<file path="src/rtl/core/ssdc_pkg.sv">
// ----------------------------------------------------------------------------
// Seven-segment display commander package
// Driver register map, segment codes, command job type and letter tables.
// ----------------------------------------------------------------------------
`default_nettype none

package ssdc_pkg;

    localparam int MAX_DIGITS = 8;

    // driver register addresses
    localparam logic [3:0] REG_DIGIT0 = 4'h1;
    localparam logic [3:0] REG_DECODE = 4'h9;
    localparam logic [3:0] REG_INTENS = 4'hA;
    localparam logic [3:0] REG_SCAN   = 4'hB;
    localparam logic [3:0] REG_SHUT   = 4'hC;
    localparam logic [3:0] REG_TEST   = 4'hF;

    localparam logic [7:0] CODE_DASH  = 8'h0A;
    localparam logic [7:0] CODE_BLANK = 8'h0F;
    localparam logic [7:0] POINT_BIT  = 8'h80;
    localparam logic [7:0] DECODE_ALL = 8'hFF;
    localparam logic [7:0] DECODE_OFF = 8'h00;
    localparam logic [7:0] INTENS_MAX = 8'h0F;
    localparam logic [7:0] INTENS_DEF = 8'h07;

    localparam logic [7:0] SG_A = 8'h40;
    localparam logic [7:0] SG_B = 8'h20;
    localparam logic [7:0] SG_C = 8'h10;
    localparam logic [7:0] SG_D = 8'h08;
    localparam logic [7:0] SG_E = 8'h04;
    localparam logic [7:0] SG_F = 8'h02;
    localparam logic [7:0] SG_G = 8'h01;

    // ceil(2^35 / 10): exact quotient by ten for any 32-bit value
    localparam logic [31:0] RECIP_TEN = 32'hCCCCCCCD;

    typedef enum logic [2:0] {
        OP_INIT   = 3'd0,
        OP_NUMBER = 3'd1,
        OP_DIGIT  = 3'd2,
        OP_CLEAR  = 3'd3,
        OP_DASH   = 3'd4,
        OP_STATE  = 3'd5,
        OP_BRIGHT = 3'd6,
        OP_ENABLE = 3'd7
    } op_t;

    typedef enum logic [2:0] {
        K_INIT,
        K_NUMBER,
        K_DIGIT,
        K_CLEAR,
        K_DASH,
        K_STATE,
        K_WORD
    } kind_t;

    typedef struct packed {
        kind_t       kind;
        logic        neg;
        logic [30:0] mag;
        logic [3:0]  addr;
        logic [7:0]  data;
        logic [7:0]  data2;
        logic [3:0]  count;
    } job_t;

    function automatic logic [7:0] left_pattern(input logic [7:0] c);
        logic [7:0] p;
        unique case (c) inside
            8'h48, 8'h68: p = SG_B | SG_C | SG_E | SG_F | SG_G;
            8'h49, 8'h69: p = SG_E | SG_F;
            8'h41, 8'h61: p = SG_A | SG_B | SG_C | SG_E | SG_F | SG_G;
            8'h46, 8'h66: p = SG_A | SG_E | SG_F | SG_G;
            8'h44, 8'h64: p = SG_B | SG_C | SG_D | SG_E | SG_G;
            8'h53, 8'h73: p = SG_A | SG_C | SG_D | SG_F | SG_G;
            8'h20:        p = 8'h00;
            default:      p = SG_G;
        endcase
        return p;
    endfunction

    function automatic logic [7:0] right_pattern(input logic [7:0] c);
        logic [7:0] p;
        unique case (c) inside
            8'h4F, 8'h6F: p = SG_A | SG_B | SG_C | SG_D | SG_E | SG_F;
            8'h44, 8'h64: p = SG_B | SG_C | SG_D | SG_E | SG_G;
            8'h54, 8'h74: p = SG_D | SG_E | SG_F | SG_G;
            8'h53, 8'h73: p = SG_A | SG_C | SG_D | SG_F | SG_G;
            8'h41, 8'h61: p = SG_A | SG_B | SG_C | SG_E | SG_F | SG_G;
            8'h46, 8'h66: p = SG_A | SG_E | SG_F | SG_G;
            8'h20:        p = 8'h00;
            default:      p = SG_G;
        endcase
        return p;
    endfunction

endpackage

`default_nettype wire

</file>
<file path="src/rtl/core/ssdc_queue.sv">
// ----------------------------------------------------------------------------
// Seven-segment display commander job queue
// Two-entry queue between the front end and the word sequencer.
// ----------------------------------------------------------------------------
`default_nettype none

module ssdc_queue
    import ssdc_pkg::*;
(
    input  wire logic clk,
    input  wire logic rst_n,
    input  wire logic push,
    input  wire job_t push_job,
    output logic      push_ready,
    input  wire logic pop,
    output logic      pop_valid,
    output job_t      pop_job
);

    job_t       entry_reg [2];
    logic       wr_ptr_reg;
    logic       rd_ptr_reg;
    logic [1:0] fill_reg;

    assign push_ready = (fill_reg != 2'd2);
    assign pop_valid  = (fill_reg != 2'd0);
    assign pop_job    = entry_reg[rd_ptr_reg];

    always_ff @(posedge clk)
    begin
        if (push)
        begin
            entry_reg[wr_ptr_reg] <= push_job;
        end
    end

    always_ff @(posedge clk or negedge rst_n)
    begin
        if (!rst_n)
        begin
            wr_ptr_reg <= 1'b0;
            rd_ptr_reg <= 1'b0;
            fill_reg   <= 2'd0;
        end
        else
        begin
            if (push)
            begin
                wr_ptr_reg <= !wr_ptr_reg;
            end
            if (pop)
            begin
                rd_ptr_reg <= !rd_ptr_reg;
            end
            if (push && !pop)
            begin
                fill_reg <= fill_reg + 2'd1;
            end
            else if (pop && !push)
            begin
                fill_reg <= fill_reg - 2'd1;
            end
        end
    end

endmodule

`default_nettype wire

</file>
<file path="config.mk">
export PLATFORM = sky130hd
export DESIGN_NAME = ssdc_queue
export DESIGN_NICKNAME = d
export VERILOG_FILES = /design/src/rtl/core/ssdc_pkg.sv /design/src/rtl/core/ssdc_queue.sv
export SDC_FILE = /design/constraint.sdc
export NUM_CORES = 1
export LEC_CHECK = 0
export BUFFER_PORTS_ARGS = -buffer_cell sky130_fd_sc_hd__buf_2
export CAP_MARGIN = 20
export CORE_MARGIN = 1
export CORE_UTILIZATION = 51
export DETAILED_ROUTE_END_ITERATION = 8
export PLACE_DENSITY = 0.77
export SYNTH_ARGS = -nofsm -noshare
export SYNTH_HDL_FRONTEND = slang
export SYNTH_SLANG_ARGS = --single-unit
</file>
<file path="constraint.sdc">
create_clock -name clk -period 4 [get_ports clk]
set_input_delay 0.4 -clock clk [delete_from_list [all_inputs] [get_ports clk]]
set_output_delay 0.4 -clock clk [all_outputs]
set_load 0.02 [all_outputs]
</file>
## Yosys cells after proc, flatten, opt, wreduce, memory -nomap -nowiden

Memory sizes are Yosys's and may differ from the RTL's.
Cells that the tools add are included.

- Add/sub/neg operators: 2
- Equal/unequal tests: 1
- Reductions and logical operators: 8
- Multiplexer cells: 4

Operator list:

| operator | count |
|---|---|
| 1-bit zero test | 4 |
| 2-bit two-way mux | 2 |
| 2-bit nonzero test | 2 |
| 2-bit by 1-bit adder with 2-bit output (second input constant) | 1 |
| 1-bit logical AND | 2 |
| 1-bit two-way mux | 2 |
| 2-bit inequality test (second input constant) | 1 |
| 2-bit by 1-bit subtractor with 2-bit output (second input constant) | 1 |

- Output and inout bits: 61
- Flip-flop bits (word level): 4
- Memories: 1
- RAM bits: 118
- Logic and storage cells: 19

Memories:

| memory | words | width | rd ports | clocked after memory_dff | wr ports | RTL line | text |
|---|---|---|---|---|---|---|---|
| entry_reg | 2 | 59 | 1 | 0 | 1 | ssdc_queue.sv:20 | `job_t entry_reg [2];` |

## Logic depth before layout (Yosys ltp)

- Word-level depth: 4
- Depth in mapped cells: 5

## Worst setup path after synthesis

No wires, ideal clock.

- Kind: register -> register
- Start: register wr_ptr_reg
- End: memory entry_reg[0][0] in the netlist's numbering (enable)
- Stages on the path, launching flop included: 2
- Library setup time: 0.483 ns
- Path buffers: 0
- Setup slack: 0.489 ns
- Arrival: 3.028 ns
- Path through: dfrtp_1 > nor2b_1

RTL lines:

| what | RTL line | text |
|---|---|---|
| start, declared | ssdc_queue.sv:21 | `logic wr_ptr_reg;` |
| start signal, assigned | ssdc_queue.sv:49 | `wr_ptr_reg <= !wr_ptr_reg;` |
| end, declared | ssdc_queue.sv:20 |  |

No word-level cell before the write port.

==> key figures <==
Die
  • Initial core utilization: 53.68%
  • Full die area: 9703 um2
  • Top Ports: 124
  • Die Wd: 98.51 um
  • Core ar.: 8848 um2
  • Die span in y: 98.51 um
  • Rows: 34

STA
  • Max_slew headroom: 52.43%
  • RSZ-0062 raised after global routing: false
  • Final setup violation count: 0
  • Min Hold Slack: 0.09044 ns
  • Least-Margin Pin Slew: 0.7136 ns
  • Tmin final: 2.400 ns
  • Setup TNS: 0 ns
  • Fmax: 0.4166 GHz
  • Clock skew: 0.009553 ns
  • Slew Viols, Final: 0
  • Hold Vio Cnt, Final: 0
  • Tcrit/Tclk final: 60.01%

Finish
  • Core Util, Final: 68.27%
  • Largest register FFs: 118
  • Syn-to-layout area delta: 27.19%
  • # nets final: 404
  • Fill count: 607
  • Fraction of layout cells with a size suffix above 1: 62.04%
  • Ant diodes: 0

Global routing
  • Grt ovf: 0
  • Number of global-route vias before repair: 2367
  • Pin count of the biggest net entering global routing: 61
  • First-pass GRT wire length: 11450 um
  • Initial antenna violation count: 0
  • GRT Overall Usage: 16.51%

Worst setup path
  • Setup CP Type: reg2out
  • Flop2flop setup slack: 2.07 ns
  • CP max FO: 43
  • Startpoint types: flip-flop
  • CP Capture Type: primary output
  • CP required: 3.60 ns
  • Arrival time of the worst setup path: 2.00 ns

Detailed routing
  • Residual DRC count: 0
  • Initial DRT Pass Iterations: 6
  • Vias: 2252
  • Initial DRC Count: 82
  • Vias per cell: 4.885
  • DR WL/cell: 16.35 um
  • Final wirelength: 7539 um
  • Post-route ant nets: 0

Power and ir drop
  • Leakage power total: 2.496 nW
  • Worst vdd ir: 565.8 uV
  • Pwr/cell area: 794.3 nW/um2

Clocking
  • H-tree levels: 4
  • Post-CTS resize count: 0
  • Clock-pin slew on the worst setup and hold paths: 0.06 ns
  • CTS Buffer Depth: 2
  • Inserted Clock Buffers: 17
  • Clock tree root buffer cell: clkbuf_8
  • CTS tree: built
  • Hold-fix buffers at CTS: 1
  • Clk Latency, worst-skew pair: 0.49 ns
  • CTS Sinks: 122
  • Postcts setup bufs: 0

Yosys
  • Sequential share of the synthesized area: 76.71%
  • Most common flop cell mapped by yosys: edfxtp_1
  • Synthesized Nets: 264
  • Cell taking the most area after synthesis: edfxtp_1
  • Synth warnings: 0
  • Count of flip-flops with a built-in enable after synthesis: 118
  • Fraction of synthesis flops using an asynchronous set or reset pin: 3.279%
  • Syn Inst Count: 200
  • Most frequent cell after synthesis: edfxtp_1
  • Post-synth top cells: edfxtp_1, mux2_4, buf_12
  • Post-synth top area share: 74.60%
  • Yosys cell types: 14
  • Syn Area/Cell: 23.75 um2
  • Post-Syn Area: 4750 um2
  • Area contributors post-synth: edfxtp_1, mux2_4, buf_12
  • Yosys reg bits: 122

Placed design
  • Port Buffers: 123
  • Routability cong.: 0.6274
  • DP HPWL: 4805 um

Worst hold path
  • Hold Path Class: in2reg

Run status
  • Status: completed

Job
  • Max-cap violations: 0
layer usage:
layer	track usage [%]	vias to the layer above	share of wire [%]
met4	6.889	0	0.99
met2	29.58	86	52
li1	-	1068	-
met1	17.42	1093	41
met5	0	-	0
met3	6.312	5	5.9
power by group:
part | switching (W) | internal (W)
clock | 0.000510 | 0.00101
sequential | 0.000124 | 0.00170
combinational | 0.000772 | 0.000679
total | 0.00141 | 0.00339
final cells by class:
class / instances / area, um2 / share of cell area [%]
clock buffers: 20 / 425.4 / 7.042
inverters: 1 / 3.754 / 0.06214
flip-flops and latches: 122 / 3647 / 60.38
multi-input cells: 70 / 979.7 / 16.22
well taps: 108 / 135.1 / 2.237
clock inverters: 12 / 173.9 / 2.879
repair buffers: 128 / 675.6 / 11.18
path summary, 6_finish.rpt:
check                        startpoint               end  cells after the start
max                          rd_ptr_reg        pop_job[8]                      3
min                        push_job[48]  entry_reg[1][48]                      1
max reg2reg                  wr_ptr_reg  entry_reg[1][51]                      2
min reg2reg                 fill_reg[1]       fill_reg[1]                      1
max in group asynchronous         rst_n        rd_ptr_reg                      2
min in group asynchronous         rst_n       fill_reg[1]                      2
cells in the final DEF, fill, tap and decap left out, drive strengths merged:
cell type / count
buf: 127
edfxtp: 118
mux2: 59
clkbuf: 20
clkinv: 7
xor2: 4
bufinv: 4
dfrtp: 4
or2: 1
inv: 1
and2: 1
nand2b: 1
nor2b: 1
xnor2: 1
nor2: 1
ha: 1
clkinvlp: 1
dlygate4sd3: 1
critical path, cell delays in order (launching register included):
cell and delay (ns):
dfrtp_4 0.65, buf_16 0.35, mux2_4 0.35, buf_2 0.16
per-stage QoR:
stage | std cells | cell area [um2] | total power (W) | setup slack (ns)
2_1_floorplan | 200 | 4750 | 0.003033 | 0.4892
3_3_place_gp | 427 | 5404 | 0.003282 | 1.882
3_5_place_dp | 427 | 5404 | 0.003312 | 1.884
4_1_cts | 460 | 6013 | 0.004845 | 1.332
5_1_grt | 461 | 6041 | 0.004995 | 1.501
6_report | 461 | 6041 | 0.004798 | 1.600
kinds of logic after synthesis:
group | Yosys count | synth area share [%]
flops | 122 | 76.71
mux | 59 | 18.65
buf+inv | 8 | 2.845
xor+xnor | 5 | 0.9220
simple gates | 5 | 0.6062
fa+ha+maj | 1 | 0.2634
Power figures use the tool's default switching activity.
