`config.mk`:
```
export PLATFORM = sky130hd
export DESIGN_NAME = ssdc_front
export DESIGN_NICKNAME = d
export VERILOG_FILES = /design/src/rtl/core/ssdc_pkg.sv /design/src/rtl/core/ssdc_front.sv
export SDC_FILE = /design/constraint.sdc
export NUM_CORES = 1
export LEC_CHECK = 0
export BUFFER_PORTS_ARGS = -buffer_cell sky130_fd_sc_hd__buf_2
export CAP_MARGIN = 20
export CORE_ASPECT_RATIO = 0.7
export CORE_MARGIN = 1.5
export CORE_UTILIZATION = 30
export DETAILED_ROUTE_END_ITERATION = 10
export PLACE_DENSITY = 0.58
export SYNTH_ARGS = -nofsm -noshare
export SYNTH_HDL_FRONTEND = slang
export SYNTH_SLANG_ARGS = --single-unit
```
`constraint.sdc`:
```
create_clock -name clk -period 3.1 [get_ports clk]
set_clock_uncertainty 0.2 [all_clocks]
set_input_delay 0.31 -clock clk [delete_from_list [all_inputs] [get_ports clk]]
set_output_delay 0.31 -clock clk [all_outputs]
set_load 0.03 [all_outputs]
```
`src/rtl/core/ssdc_pkg.sv`:
```
// ----------------------------------------------------------------------------
// Seven-segment display commander package
// Driver register map, segment codes, command job type and letter tables.
// ----------------------------------------------------------------------------
`default_nettype none

package ssdc_pkg;

    localparam int MAX_DIGITS = 8;

    // driver register addresses
    localparam logic [3:0] REG_DIGIT0 = 4'h1;
    localparam logic [3:0] REG_DECODE = 4'h9;
    localparam logic [3:0] REG_INTENS = 4'hA;
    localparam logic [3:0] REG_SCAN   = 4'hB;
    localparam logic [3:0] REG_SHUT   = 4'hC;
    localparam logic [3:0] REG_TEST   = 4'hF;

    localparam logic [7:0] CODE_DASH  = 8'h0A;
    localparam logic [7:0] CODE_BLANK = 8'h0F;
    localparam logic [7:0] POINT_BIT  = 8'h80;
    localparam logic [7:0] DECODE_ALL = 8'hFF;
    localparam logic [7:0] DECODE_OFF = 8'h00;
    localparam logic [7:0] INTENS_MAX = 8'h0F;
    localparam logic [7:0] INTENS_DEF = 8'h07;

    localparam logic [7:0] SG_A = 8'h40;
    localparam logic [7:0] SG_B = 8'h20;
    localparam logic [7:0] SG_C = 8'h10;
    localparam logic [7:0] SG_D = 8'h08;
    localparam logic [7:0] SG_E = 8'h04;
    localparam logic [7:0] SG_F = 8'h02;
    localparam logic [7:0] SG_G = 8'h01;

    // ceil(2^35 / 10): exact quotient by ten for any 32-bit value
    localparam logic [31:0] RECIP_TEN = 32'hCCCCCCCD;

    typedef enum logic [2:0] {
        OP_INIT   = 3'd0,
        OP_NUMBER = 3'd1,
        OP_DIGIT  = 3'd2,
        OP_CLEAR  = 3'd3,
        OP_DASH   = 3'd4,
        OP_STATE  = 3'd5,
        OP_BRIGHT = 3'd6,
        OP_ENABLE = 3'd7
    } op_t;

    typedef enum logic [2:0] {
        K_INIT,
        K_NUMBER,
        K_DIGIT,
        K_CLEAR,
        K_DASH,
        K_STATE,
        K_WORD
    } kind_t;

    typedef struct packed {
        kind_t       kind;
        logic        neg;
        logic [30:0] mag;
        logic [3:0]  addr;
        logic [7:0]  data;
        logic [7:0]  data2;
        logic [3:0]  count;
    } job_t;

    function automatic logic [7:0] left_pattern(input logic [7:0] c);
        logic [7:0] p;
        unique case (c) inside
            8'h48, 8'h68: p = SG_B | SG_C | SG_E | SG_F | SG_G;
            8'h49, 8'h69: p = SG_E | SG_F;
            8'h41, 8'h61: p = SG_A | SG_B | SG_C | SG_E | SG_F | SG_G;
            8'h46, 8'h66: p = SG_A | SG_E | SG_F | SG_G;
            8'h44, 8'h64: p = SG_B | SG_C | SG_D | SG_E | SG_G;
            8'h53, 8'h73: p = SG_A | SG_C | SG_D | SG_F | SG_G;
            8'h20:        p = 8'h00;
            default:      p = SG_G;
        endcase
        return p;
    endfunction

    function automatic logic [7:0] right_pattern(input logic [7:0] c);
        logic [7:0] p;
        unique case (c) inside
            8'h4F, 8'h6F: p = SG_A | SG_B | SG_C | SG_D | SG_E | SG_F;
            8'h44, 8'h64: p = SG_B | SG_C | SG_D | SG_E | SG_G;
            8'h54, 8'h74: p = SG_D | SG_E | SG_F | SG_G;
            8'h53, 8'h73: p = SG_A | SG_C | SG_D | SG_F | SG_G;
            8'h41, 8'h61: p = SG_A | SG_B | SG_C | SG_E | SG_F | SG_G;
            8'h46, 8'h66: p = SG_A | SG_E | SG_F | SG_G;
            8'h20:        p = 8'h00;
            default:      p = SG_G;
        endcase
        return p;
    endfunction

endpackage

`default_nettype wire

```
`src/rtl/core/ssdc_front.sv`:
```
// ----------------------------------------------------------------------------
// Seven-segment display commander front end
// Holds the digit count, accepts commands and turns each into a job.
// ----------------------------------------------------------------------------
`default_nettype none

module ssdc_front
    import ssdc_pkg::*;
(
    input  wire logic              clk,
    input  wire logic              rst_n,
    input  wire logic              cfg_write_en,
    input  wire logic [3:0]        cfg_write_data,
    input  wire logic              cmd_valid,
    output logic                   cmd_ready,
    input  wire logic [2:0]        operation,
    input  wire logic signed [31:0] number,
    input  wire logic [2:0]        digit_index,
    input  wire logic [7:0]        digit_code,
    input  wire logic              point_on,
    input  wire logic [7:0]        left_char,
    input  wire logic [7:0]        right_char,
    input  wire logic [7:0]        brightness,
    input  wire logic              enable_on,
    input  wire logic              q_ready,
    output logic                   push,
    output job_t                   push_job
);

    logic [3:0]  digit_count_reg;
    logic [3:0]  digit_count_next;
    logic [31:0] neg_val;
    logic        drop;

    always_comb
    begin
        digit_count_next = cfg_write_data;
        if (cfg_write_data == 4'd0)
        begin
            digit_count_next = 4'd1;
        end
        else if (cfg_write_data > 4'(MAX_DIGITS))
        begin
            digit_count_next = 4'(MAX_DIGITS);
        end
    end

    always_ff @(posedge clk or negedge rst_n)
    begin
        if (!rst_n)
        begin
            digit_count_reg <= 4'd1;
        end
        else if (cfg_write_en)
        begin
            digit_count_reg <= digit_count_next;
        end
    end

    assign neg_val = 32'd0 - $unsigned(number);

    always_comb
    begin
        drop             = 1'b0;
        push_job.kind    = K_WORD;
        push_job.neg     = 1'b0;
        push_job.mag     = '0;
        push_job.addr    = '0;
        push_job.data    = '0;
        push_job.data2   = '0;
        push_job.count   = 4'd1;
        unique case (op_t'(operation))
            OP_INIT:
            begin
                push_job.kind  = K_INIT;
                push_job.data  = {4'd0, digit_count_reg - 4'd1};
                push_job.count = 4'(MAX_DIGITS);
            end
            OP_NUMBER:
            begin
                push_job.kind  = K_NUMBER;
                push_job.neg   = number[31];
                push_job.count = digit_count_reg;
                if (!number[31])
                begin
                    push_job.mag = number[30:0];
                end
                else if (neg_val[31])
                begin
                    push_job.mag = 31'h7FFFFFFF;
                end
                else
                begin
                    push_job.mag = neg_val[30:0];
                end
            end
            OP_DIGIT:
            begin
                drop          = ({1'b0, digit_index} >= digit_count_reg);
                push_job.kind = K_DIGIT;
                push_job.addr = {1'b0, digit_index} + REG_DIGIT0;
                push_job.data = (point_on ? POINT_BIT : 8'h00) | {4'd0, digit_code[3:0]};
            end
            OP_CLEAR:
            begin
                push_job.kind  = K_CLEAR;
                push_job.count = 4'(MAX_DIGITS);
            end
            OP_DASH:
            begin
                push_job.kind  = K_DASH;
                push_job.count = digit_count_reg;
            end
            OP_STATE:
            begin
                drop           = (digit_count_reg < 4'd2);
                push_job.kind  = K_STATE;
                push_job.data  = left_pattern(left_char);
                push_job.data2 = right_pattern(right_char);
                push_job.count = digit_count_reg;
            end
            OP_BRIGHT:
            begin
                push_job.addr = REG_INTENS;
                push_job.data = (brightness > INTENS_MAX) ? INTENS_MAX : brightness;
            end
            OP_ENABLE:
            begin
                push_job.addr = REG_SHUT;
                push_job.data = {7'd0, enable_on};
            end
            default:
            begin
                drop = 1'b1;
            end
        endcase
    end

    // commands that produce no word are taken and dropped here
    assign cmd_ready = q_ready;
    assign push      = cmd_valid && q_ready && !drop;

endmodule

`default_nettype wire

```
* Yosys cells after proc, flatten, opt, wreduce, memory -nomap -nowiden *
Index checks and enable logic that the tools add are counted.

word-level totals
  bits in registers = 4
  bits of input ports = 81
  output and inout bits = 61

cells by class
  add/sub/neg operators = 3
  order comparisons = 4
  eq/ne operators = 33
  multiplexer cells = 15
  bitwise logic cells = 1
  reduce and logical (&&, ||, !) cells = 19

operator list
  operator                                                                          count
  8-bit by 7-bit equality test with 1-bit output (second input constant)            24
  7-bit one-hot mux with 7 select lines                                             2
  31-bit 2-to-1 mux                                                                 2
  8-bit one-hot mux with 5 select lines                                             1
  32-bit 2-to-1 mux                                                                 1
  1-bit by 32-bit subtractor with 32-bit output (first input constant)              1
  2-bit OR reduction                                                                13
  8-bit 2-to-1 mux                                                                  3
  3-bit one-hot mux with 6 select lines                                             1
  8-bit by 6-bit equality test with 1-bit output (second input constant)            2
  3-bit equality test (second input constant)                                       4
  4-bit one-hot mux with 3 select lines                                             1
  8-bit by 4-bit greater-than comparator with 1-bit output (second input constant)  1
  4-bit 2-to-1 mux                                                                  2
  8-bit by 4-bit OR with 8-bit output                                               1
  4-bit one-hot mux with 2 select lines                                             1
  3-bit by 2-bit equality test with 1-bit output (second input constant)            2
  3-bit by 1-bit adder with 4-bit output (second input constant)                    1
  3-bit by 4-bit greater-or-equal comparator with 1-bit output                      1
  4-bit greater-than comparator (second input constant)                             1
  4-bit zero test                                                                   1
  4-bit by 2-bit less-than comparator with 1-bit output (second input constant)     1
  4-bit by 1-bit subtractor with 4-bit output (second input constant)               1
  3-bit by 1-bit equality test with 1-bit output (second input constant)            1
  5 further kinds                                                                   6

* Longest topological paths before layout *
Gate-level depths: netlist of the first run.

  word-level depth = 4
  gate-level depth with buffers = 7
  gate-level depth less buffers = 7

* Least setup slack after synthesis of the first run *
Ideal clock, no wire load.

  kind = input -> output
  from = input number[5]
  to = output push_job[34] (netlist name)
  arrival time = 2.608 ns
  data required time = 2.590 ns
  setup slack = -0.018 ns
  stages = 6
  buffers on the path = 1
  cells stage by stage = or4_1 clkbuf_1 or3_1 or3_1 and3_1 nor3_1

RTL lines
  element      RTL line          text
  from (decl)  ssdc_front.sv:17  input wire logic signed [31:0] number,
  to (decl)    ssdc_front.sv:27  output job_t push_job

==> results.yml, run 1 <==
clock_network:
  clockRootBuffer: "clkbuf_8"
  cts_buffers: 3
  clockBufferDepth: 2
  path_clk_slew_ns: 0.03
  tritoncts: "done"
  clk_latency_ns: 0.21
  h-tree-depth: 1
  cts.sinks: 4
status:
  outcome: "complete, no violations"
layout:
  fill_cells: 757
  design_area_um2: 3130
  nNetsFinal: 575
  num_antenna_cells: 0
  largest_reg_flops: 4
  drive_gt1_frac: 0.376
  ff_latch_area_um2: 101
  multi_input_area_um2: 1940
  area_growth_syn_to_layout_pct: 42.3
  final_util: 0.453
  fin_cells: 581
yosys:
  synth_nets: 442
  synth-main-ff-cell: "dfrtp_1"
  ys_top_cells_by_count: "nor2_1, o21ai_0, clkbuf_1"
  synth_cells: 355
  synth.distinct_cells: 64
  synth_top_area_share: 0.0728
  yosysTopAreaCell: "o21ai_0"
  ys_async_sr_fraction: 1.00
  synth_most_common_cell: "nor2_1"
  synth_seq_cells: 4
  synth-seq-area-share: 0.0460
  mappedNetlistArea_um2: 2200
  synth_edf_count: 0
  yosys_warnings: 0
  yosys-top-cells-area: "o21ai_0, nor2_1, nor3_1, clkbuf_1, a21oi_1"
  syn_area_per_cell_um2: 6.20
floorplanning:
  die_h_um: 74.7
  io_pins: 142
  die_w_um: 105
  start_util: 0.318
  core-area_um2: 6910
  rows: 25
  die_area_um2: 7870
sta:
  max_freq_mhz: 329
  setup_viol: 0
  hold_viol_final: 0
  worst_pin_slew_ns: 0.730
  holdWs_ns: 0.138
  finalCritPeriodShare: 0.980
  finalSetupTns_ns: 0
  maxSlewViolCount: 0
  worst_slack_ns: 0.0611
  timing.max_slew.rel_slack: 0.513
  period_needed_ns: 3.04
critical_path:
  endpoint_kind: "output pin"
  crit_path_max_incr_delay_ns: 0.54
  crit_top_cell: "or4_4"
  worstReg2RegEnd: "digit_count_reg[0]"
  start_kind: "primary input"
  rr_worst_depth: 2
  worstSetupPathType: "primary input to output pin"
  worst-r2r-setup-slack_ns: 2.01
  cp_data_arrival_time_ns: 2.53
  crit_required_ns: 2.59
  crit_chain: "buf_2 > or4_4 > or4_4 > or3_4 > and4_4 > a211oi_2 > buf_4"
  critPathSlowestCell: "or4_4"
  r2r-start: "digit_count_reg[0]"
  crit_path_start: "number[9]"
  cp_max_fo: 5
grt:
  antenna_found_initial: 0
  use_met2: 0.332
  grt_util_met1: 0.284
  grt_max_degree: 48
  busiest_layer: "met2"
  grt_pass1_vias: 2719
  gr-usage-all-layers: 0.198
  met3_usage: 0.0251
  grt_pass1_wl_um: 13000
  grt-ovfl-total: 0
drt:
  vias_per_cell: 5.50
  drt-initial-drc-count: 167
  drcViolationCount: 0
  postRouteAntennaNets: 0
  num_vias: 3196
  routed_wl_um: 8280
  routedWlPerCell_um: 14.2
  drt_pre_antenna_iters: 5
job:
  drv_cap: 0
placed_design:
  place_hpwl_um: 6540
  dpl.cell_count: 576
  dpl_cell_area_um2: 3050
  gp_congestion: 0.864
  portBuffers: 136
  place_ws_ns: 0.0234
power:
  peakVddDrop_mv: 0.233
  powerDensity_nw_per_um2: 174
  p_leak_nw: 1.47
  power_uw: 546
worst_hold_path:
  worstHoldPathType: "primary input to register"
  holdPathEnd: "digit_count_reg[0]"
  worstHoldStart: "cfg_write_en"
  holdPathStages: 2
worst max-delay path, delay by kind of cell:
kind	cells	cell delay, ns
AND/OR/NAND/NOR	4	1.71
AO/OA/AOI/OAI	1	0.19
buffers and inverters	2	0.31
kinds of logic (layout without fill, tap and decap cells):
| kind of cell | count (synthesis) | in the layout | share of synthesized area |
|---|---|---|---|
| simple gates | 173 | 173 | 0.443 |
| compound gates | 118 | 118 | 0.362 |
| buf+inv | 46 | 178 | 0.0841 |
| fa+ha+maj | 6 | 6 | 0.0341 |
| xor+xnor | 6 | 6 | 0.0239 |
| flops | 4 | 4 | 0.0461 |
| other cells | 1 | 1 | 0.00170 |
| mux | 1 | 1 | 0.00455 |
worst max path at each step:
stage / endpoint / slack (ns) / cells past startpoint
floorplan: push_job[41] / 0.006 / 6
global placement: push_job[34] / 0.02 / 8
detailed placement: push_job[52] / 0.02 / 8
CTS: push_job[52] / 0.009 / 8
global route: push_job[52] / -0.01 / 8
finish: push_job[42] / 0.06 / 7
final cells by class:
class,instances,area share
multi-input cells,305,0.619
repair buffers,161,0.281
well taps,94,0.0376
flip-flops and latches,4,0.0324
inverters,13,0.0156
clock buffers,4,0.0144
timing repair:
action | 4_1_cts | 5_1_grt
hold buffers | 1 | 0
gates resized for setup | 0 | 7
setup endpoints to repair | 0 | 8
hold endpoints to repair | 4 | 0
buffers inserted | 0 | 0
layout by cell type, fill, tap and decap left out, types with 7 or more instances in the layout:
| cell | instances |
|---|---|
| a21oi_1 | 19 |
| and3_1 | 8 |
| buf_2 | 134 |
| buf_4 | 25 |
| inv_1 | 13 |
| nand2_1 | 22 |
| nand2b_1 | 8 |
| nand3_1 | 12 |
| nor2_1 | 37 |
| nor2b_1 | 7 |
| nor3_1 | 24 |
| nor4_1 | 11 |
| o21ai_0 | 32 |
layer usage:
layer	routed length (um)	vias to the layer above
met4	19	0
met5	0	-
met3	647	2
met1	3930	1445
met2	3680	132
li1	-	1617
where the power goes:
part / switching [mW] / internal, mW
combinational: 0.227 / 0.139
sequential: 0.00520 / 0.0580
clock: 0.0283 / 0.0880
No activity file was read; power rests on OpenSTA's default activity.
==> run 2: changes to the inputs <==
- CORE_ASPECT_RATIO: 0.7 -> default
- REMOVE_ABC_BUFFERS: default -> 1
==> run 2 against run 1 <==
Compared with the run above: routed wire length grew 0.51%; final cell count grew 0.34%; power up 0.30%; flip-flop and latch count is the same; via count increased by 1.4%; clock power about the same; cell area is 1.5% lower; global-route usage decreased by 0.22 points; core utilization is 2.3 points lower; critical path type unchanged; critical endpoint is now push_job[29]; largest cell class unchanged.
==> results.yml, run 2 (synthesis results as in run 1) <==
status:
  outcome: "complete, no violations"
power:
  powerDensity_nw_per_um2: 177
  peakVddDrop_mv: 0.200
  p_leak_nw: 1.43
  power_uw: 547
clock_network:
  h-tree-depth: 1
  cts_buffers: 3
  clk_latency_ns: 0.22
  clockRootBuffer: "clkbuf_8"
  cts.sinks: 4
  clockBufferDepth: 2
  path_clk_slew_ns: 0.03
  tritoncts: "done"
critical_path:
  worstReg2RegEnd: "digit_count_reg[0]"
  cp_max_fo: 9
  crit_path_max_incr_delay_ns: 0.53
  crit_required_ns: 2.59
  crit_chain: "buf_2 > or4_4 > or4_4 > nor3_2 > buf_4 > nor3_1 > nor3_1 > buf_2"
  worst_path_dominant_cell_family: "simple AND/OR/NAND/NOR gates"
  start_kind: "primary input"
  endpoint_kind: "output pin"
  cp_data_arrival_time_ns: 2.55
  critPathSlowestCell: "or4_4"
  r2r-start: "digit_count_reg[0]"
  crit_buf_inv: 3
  worstSetupPathType: "primary input to output pin"
  rr_worst_depth: 2
  worst-r2r-setup-slack_ns: 2.00
worst_hold_path:
  holdPathEnd: "digit_count_reg[0]"
  worstHoldPathType: "primary input to register"
  holdPathStages: 2
  worstHoldStart: "cfg_write_en"
placed_design:
  place_ws_ns: 0.0838
  gp_congestion: 0.877
  dpl_cell_area_um2: 3030
  place_hpwl_um: 6460
  portBuffers: 136
  dpl.cell_count: 578
layout:
  nNetsFinal: 572
  design_area_um2: 3090
  fin_cells: 583
  final_cell_mix: "buf_2, nor2_1, o21ai_0"
  final_common_cell: "buf_2"
  largest_reg_flops: 4
  num_antenna_cells: 0
  area_growth_syn_to_layout_pct: 40.2
  drive_gt1_frac: 0.364
drt:
  drt-initial-drc-count: 116
  drt_pre_antenna_iters: 4
  routed_wl_um: 8320
  vias_per_cell: 5.56
  num_vias: 3241
  postRouteAntennaNets: 0
  drcViolationCount: 0
  routedWlPerCell_um: 14.3
job:
  drv_cap: 0
floorplanning:
  start_util: 0.307
  io_pins: 142
  die_w_um: 88.7
  die_area_um2: 7860
  rows: 31
  core-area_um2: 7180
  die_h_um: 88.7
sta:
  hold_viol_final: 0
  timing.max_slew.rel_slack: 0.445
  setup_viol: 0
  worst_slack_ns: 0.0392
  finalCritPeriodShare: 0.987
  maxSlewViolCount: 0
  worst_pin_slew_ns: 0.833
  period_needed_ns: 3.06
  max_freq_mhz: 327
grt:
  antenna_found_initial: 0
  grt-ovfl-total: 0
  grt_max_degree: 55
  gr-usage-all-layers: 0.196
  grt_pass1_wl_um: 12600
  grt_pass1_vias: 2712
==> run 2: report_power, final <==
part	leakage [nW]	switching, mW	internal [mW]
sequential	0.0486	0.00526	0.0580
combinational	1.36	0.228	0.139
clock	0.0228	0.0298	0.0880
total	1.43	0.263	0.285
==> run 2: worst max-delay path by stage <==
stage / depth (start not counted) / endpoint / from
6_report: 8 / push_job[29] / number[10]
5_1_grt: 8 / push_job[52] / number[10]
4_1_cts: 7 / push_job[42] / number[10]
3_5_place_dp: 7 / push_job[42] / number[10]
3_3_place_gp: 7 / push_job[50] / number[10]
2_1_floorplan: 5 / push_job[46] / number[13]
==> run 2: layout make-up <==
type	instances	area, um^2
Sequential cell	4	101
Inverter	13	48.8
Timing Repair Buffer	158	852
Clock buffer	4	45.0
Multi-Input combinational cell	305	1910
Fill cell	801	4090
Tap cell	99	124
==> run 2: through the flow <==
| step | hold slack (ns) | util | TNS [ns] |
|---|---|---|---|
| global placement | -0.0848 | 0.422 | 0 |
| CTS | 0.129 | 0.429 | 0 |
| finish | 0.132 | 0.430 | 0 |
| floorplan | -0.186 | - | -4.39 |
| global route | 0.152 | 0.430 | -0.000538 |
| detailed placement | -0.0812 | 0.422 | 0 |
==> run 2: routing by layer <==
layer	part of all wire	track usage	wire (um)	vias up
met5	0	0	0	-
met4	0.0088	0.0426	73	0
li1	-	-	-	1612
met2	0.48	0.348	3990	143
met1	0.43	0.255	3590	1478
met3	0.079	0.0205	661	8
==> run 2: repair_timing <==
action                     in CTS  in global routing
gates resized for setup         0                  1
setup endpoints to repair       0                  1
hold buffers                    1                  0
buffers inserted                0                  0
hold endpoints to repair        4                  0
==> run 2: worst reg2reg max path, stage by stage, from the launching register on <==
cell and delay [ns]:
dfstp_2 0.57, inv_1 0.08, o22ai_1 0.17
